$ cat src/rtl/core/npds_pkg.sv
// Package for the near-point de-duplicating store.
// Holds shared constants, register indexes, the controller state type and the
// status struct passed from the distance pipeline. Depends on nothing.
`timescale 1ns / 1ps
`default_nettype none

package npds_pkg;

  // Default build sizes.
  localparam int NPDS_STORE_DEPTH = 256;
  localparam int NPDS_COORD_BITS  = 24;

  // Register widths and reset values.
  localparam int DIST_BITS   = 50;
  localparam int LIMIT_BITS  = 8;
  localparam int CFG_IDX_BITS = 2;

  localparam logic [DIST_BITS-1:0]  CLOSE_DIST_SQ_RESET = DIST_BITS'(262144);
  localparam logic [LIMIT_BITS-1:0] RETAIN_LIMIT_RESET  = LIMIT_BITS'(200);

  // Configuration register indexes.
  localparam logic [CFG_IDX_BITS-1:0] CFG_CLOSE_DIST_SQ = CFG_IDX_BITS'(0);
  localparam logic [CFG_IDX_BITS-1:0] CFG_RETAIN_LIMIT  = CFG_IDX_BITS'(1);

  // Controller states.
  typedef enum logic [1:0] {
    ST_IDLE,
    ST_SCAN,
    ST_DECIDE
  } npds_state_t;

  // Status of the distance pipeline towards the controller.
  typedef struct packed {
    logic busy;     // any stage holds a comparison in flight
    logic hit_vld;  // a comparison result is present this cycle
    logic hit;      // that result is closer than the threshold
  } npds_dist_stat_t;

endpackage

`default_nettype wire

$ cat src/rtl/core/npds_dist.sv
// Three-stage squared-distance pipeline: absolute differences, squares, then
// sum and threshold compare. Uses npds_pkg for the status struct and widths.
`timescale 1ns / 1ps
`default_nettype none

module npds_dist #(
  parameter int COORD_BITS = npds_pkg::NPDS_COORD_BITS
) (
  input  wire logic                                  clk,
  input  wire logic                                  rst,
  input  wire logic                                  in_vld,
  input  wire logic signed [COORD_BITS-1:0]          px,
  input  wire logic signed [COORD_BITS-1:0]          py,
  input  wire logic signed [COORD_BITS-1:0]          qx,
  input  wire logic signed [COORD_BITS-1:0]          qy,
  input  wire logic        [npds_pkg::DIST_BITS-1:0] thresh,
  output npds_pkg::npds_dist_stat_t                  stat
);

  import npds_pkg::*;

  localparam int SQ_W  = 2 * COORD_BITS;
  localparam int SUM_W = (SQ_W + 1 > DIST_BITS) ? SQ_W + 1 : DIST_BITS;

  logic                  v1, v2, v3;
  logic [COORD_BITS-1:0] dx, dy;
  logic [SQ_W-1:0]       sqx, sqy;
  logic                  hit;

  logic [COORD_BITS:0]   dxw, dyw;
  logic [COORD_BITS:0]   dxa, dya;
  logic [SQ_W-1:0]       sqx_next, sqy_next;
  logic [SQ_W:0]         sum;

  // Differences in one extra bit; the magnitude always fits the coordinate width.
  always_comb begin
    dxw = {px[COORD_BITS-1], px} - {qx[COORD_BITS-1], qx};
    dyw = {py[COORD_BITS-1], py} - {qy[COORD_BITS-1], qy};
    dxa = dxw[COORD_BITS] ? (~dxw + 1'b1) : dxw;
    dya = dyw[COORD_BITS] ? (~dyw + 1'b1) : dyw;
  end

  // One unsigned multiplier per axis, result in double width.
  always_comb begin
    sqx_next = dx * dx;
    sqy_next = dy * dy;
  end

  // Sum cannot overflow here, so no saturation is needed before the compare.
  assign sum = {1'b0, sqx} + {1'b0, sqy};

  // Valid chain.
  always_ff @(posedge clk) begin
    if (rst) begin
      v1 <= 1'b0;
      v2 <= 1'b0;
      v3 <= 1'b0;
    end else begin
      v1 <= in_vld;
      v2 <= v1;
      v3 <= v2;
    end
  end

  // Data stages.
  always_ff @(posedge clk) begin
    dx  <= dxa[COORD_BITS-1:0];
    dy  <= dya[COORD_BITS-1:0];
    sqx <= sqx_next;
    sqy <= sqy_next;
    hit <= SUM_W'(sum) < SUM_W'(thresh);
  end

  always_comb begin
    stat.busy    = v1 | v2 | v3;
    stat.hit_vld = v3;
    stat.hit     = hit;
  end

endmodule

`default_nettype wire

$ cat config.mk
export PLATFORM = sky130hd
export DESIGN_NAME = npds_dist
export DESIGN_NICKNAME = d
export VERILOG_FILES = /design/src/rtl/core/npds_pkg.sv /design/src/rtl/core/npds_dist.sv
export SDC_FILE = /design/constraint.sdc
export NUM_CORES = 2
export LEC_CHECK = 0
export ABC_AREA = 1
export BUFFER_PORTS_ARGS = -buffer_cell sky130_fd_sc_hd__buf_2
export CAP_MARGIN = 20
export CORE_ASPECT_RATIO = 0.8
export CORE_MARGIN = 2
export CORE_UTILIZATION = 60
export DETAILED_ROUTE_END_ITERATION = 10
export PLACE_DENSITY_LB_ADDON = 0.08
export SLEW_MARGIN = 20
export SYNTH_ARGS = -nofsm -noshare
export SYNTH_HDL_FRONTEND = slang
export SYNTH_SLANG_ARGS = --single-unit
$ cat constraint.sdc
create_clock -name clk -period 9.8 [get_ports clk]
set_input_delay 0.49 -clock clk [delete_from_list [all_inputs] [get_ports clk]]
set_output_delay 0.49 -clock clk [all_outputs]
set_load 0.05 [all_outputs]
==> impl_metrics.yaml <==
clock_tree:
  cts-htree-levels: 4
  clk_latency_ns: 0.50
  clkSlewWorstSetupHoldPaths_ns: 0.07
  cts_tree: "done"
  holdBufCountCts: 0
  clockBufferDepth: 2
  cts_made_buffers: 17
  cts.sinks: 146
  cts-resized-gates: 0
  cts_setup_buffers: 0
  clockRootBuffer: "clkbuf_16"
critical_path:
  cp-start-kind: "register"
  worstSetupPathType: "register to register"
  crit_arrival_ns: 7.60
  path_max_fanout: 17
  critPathCaptureType: "register"
  required_ns: 10.19
global_route:
  grt_pass1_wl_um: 193700
  grt_pass1_vias: 38330
  grt_max_degree: 27
  overflow: 0
  antenna_found_initial: 0
  track_usage: 0.3074
drt:
  avgRoutedWirePerCell_um: 15.88
  viasPerCell: 5.130
  first_iter_violations: 2688
  wirelength_um: 116300
  drc: 0
  ant_nets: 0
  first_pass_iters: 6
  via_count: 37572
synthesis:
  synth-seq-cells: 146
  synth_top_area_share: 0.3660
  synth.largest_area_cell: "fa_1"
  yosys_warnings: 0
  syn-cell-area_sq_um: 46220
  syn-num-nets: 7694
  ys.flop_type: "dfxtp_1"
  synth_edf_count: 0
  synth.distinct_cells: 46
  synth-async-reset-ratio: 0
  seq_area_frac_synth: 0.06324
  ys_top_cells_by_area: "fa_1 (37%), inv_1 (15%), ha_1 (14%), nand2_1 (11%), dfxtp_1 (6.3%)"
  synthCells: 6198
  postSynthAreaPerCell_sq_um: 7.457
floorplanning:
  row_count: 90
  coreArea_sq_um: 75790
  die_w_um: 314.3
  io-pin-count: 152
  die_area_sq_um: 79280
  die_h_um: 252.2
  initial_core_util: 0.6098
timing:
  hold_viol_final: 0
  fin_crit_ns: 7.213
  worstMarginPinSlew_ns: 1.111
  drv_slew: 0
  relSlewSlack: 0.2580
  setup_viol: 0
  fin_setup_tns_ns: 0
  rsz0062_at_grt: "no"
  max_freq_mhz: 138.6
  finalCritPeriodShare: 0.7360
  skew_ns: 0.02118
placed_design:
  hpwl_um: 100200
  io_buffers: 151
  place_congestion: 0.9869
finish:
  nNetsFinal: 7795
  drive_gt1_frac: 0.04674
  antennaDiodeCount: 0
  area_growth_pct: 5.390
flow_run:
  maxCapViolCount: 0
outcome:
  status: "finished, final reports clean"
worst_hold_path:
  min_path_type: "input pin to register"
==> state kept, by name, summed over array words and instances, names as in the netlist <==
name	cells
sqy	47
dx	24
dy	24
hit	1
v1	1
v2	1
v3	1
sqx	47
==> routing by layer <==
| layer | vias up | track usage | wire length [um] |
|---|---|---|---|
| met4 | 0 | 0.06206 | 1900 |
| li1 | 18285 | - | - |
| met1 | 17896 | 0.4699 | 56430 |
| met2 | 1272 | 0.4610 | 48640 |
| met3 | 119 | 0.04898 | 9315 |
| met5 | - | 0 | 0 |
==> cell type report <==
class,count,area [sq um]
Clock buffer,18,439.2
Clock inverter,14,173.9
Fill cell,6933,27080
Inverter,1903,7143
Multi-Input combinational cell,4039,35690
Sequential cell,146,2927
Tap cell,1012,1266
Timing Repair Buffer,192,1071
==> layout by cell type, fill, tap and decap left out, types with 3 or more instances in the layout <==
master / count
o21ai_0: 102
inv_8: 3
a21oi_1: 212
o21a_1: 11
nand3_2: 7
a31oi_1: 33
nand2_2: 25
o221ai_1: 3
a21o_1: 25
nor2_4: 3
clkbuf_16: 17
o2111ai_1: 3
nand3_1: 194
or2_2: 5
o211ai_1: 3
a21boi_0: 9
nand3b_1: 5
dfxtp_2: 3
nor2_2: 15
xor2_1: 111
buf_4: 40
ha_1: 502
nor2_1: 352
o21ai_1: 5
buf_2: 151
a21oi_2: 4
nand2_1: 1369
o21bai_1: 25
nand4_1: 36
clkinv_4: 3
xnor2_1: 67
fa_1: 845
and3_1: 4
dfxtp_1: 143
a211oi_1: 5
inv_1: 1896
nor4_1: 13
inv_2: 7
nor3_1: 32
==> synth_stat cells, types with 3 or more instances <==
cell / count
inv_1: 1896
nand2_1: 1369
fa_1: 845
ha_1: 502
nor2_1: 352
a21oi_1: 212
nand3_1: 194
dfxtp_1: 146
xor2_1: 111
o21ai_0: 102
clkbuf_1: 101
xnor2_1: 67
nand4_1: 36
a31oi_1: 33
nor3_1: 32
a21o_1: 25
nand2_2: 25
o21bai_1: 25
nor2_2: 15
nor4_1: 13
o21a_1: 11
a21boi_0: 9
inv_2: 7
nand3_2: 7
a211oi_1: 5
nand3b_1: 5
o21ai_1: 5
or2_2: 5
a21oi_2: 4
and3_1: 4
buf_6: 4
nor2_4: 3
o2111ai_1: 3
o211ai_1: 3
o221ai_1: 3
==> final timing paths <==
kind | startpoint | endpoint | slack [ns] | depth (start not counted)
worst max-delay path | dx[16] | sqx[39] | 2.59 | 26
worst min-delay path | rst | v1 | 0.19 | 2
worst max register to register | dx[16] | sqx[39] | 2.59 | 26
worst min register to register | v2 | v3 | 0.44 | 2
==> cell families (layout without fill, tap and decap cells) <==
family / count (synthesis) / count (layout) / share of synthesized area
buf+inv: 2013 / 2127 / 0.1646
compound gates: 449 / 449 / 0.05515
fa+ha+maj: 1347 / 1347 / 0.5019
xor+xnor: 178 / 178 / 0.03373
flops: 146 / 146 / 0.06324
simple gates: 2065 / 2065 / 0.1814
==> through the flow <==
stage | cells | hold WS, ns | utilization | worst slack, ns | instance area (sq um)
2_1_floorplan | 6198 | 0.3972 | - | 3.621 | 46220
3_3_place_gp | 7291 | 0.4094 | 0.6344 | 2.719 | 48070
3_5_place_dp | 7291 | 0.4229 | 0.6344 | 2.648 | 48080
4_1_cts | 7323 | 0.1618 | 0.6425 | 2.632 | 48690
5_1_grt | 7324 | 0.1832 | 0.6427 | 2.154 | 48710
6_report | 7324 | 0.1885 | 0.6427 | 2.587 | 48710
==> worst max-delay path: stages, from the launching register on <==
cell,delay (ns)
dfxtp_1,0.89
buf_4,0.33
nand2_1,0.12
fa_1,0.57
inv_1,0.05
fa_1,0.52
inv_1,0.05
fa_1,0.52
inv_1,0.05
fa_1,0.50
inv_1,0.05
fa_1,0.53
inv_1,0.05
fa_1,0.47
inv_1,0.05
fa_1,0.47
inv_1,0.04
ha_1,0.35
a21oi_1,0.11
o21ai_0,0.50
nor2_1,0.08
nand2_1,0.09
o21ai_0,0.12
o21ai_1,0.28
nand3_1,0.14
nand3_1,0.09
nand2_1,0.06
Power is left out: the tool's default activity adds up to more than one toggle a clock period on the data nets, which glitch-free logic cannot reach.
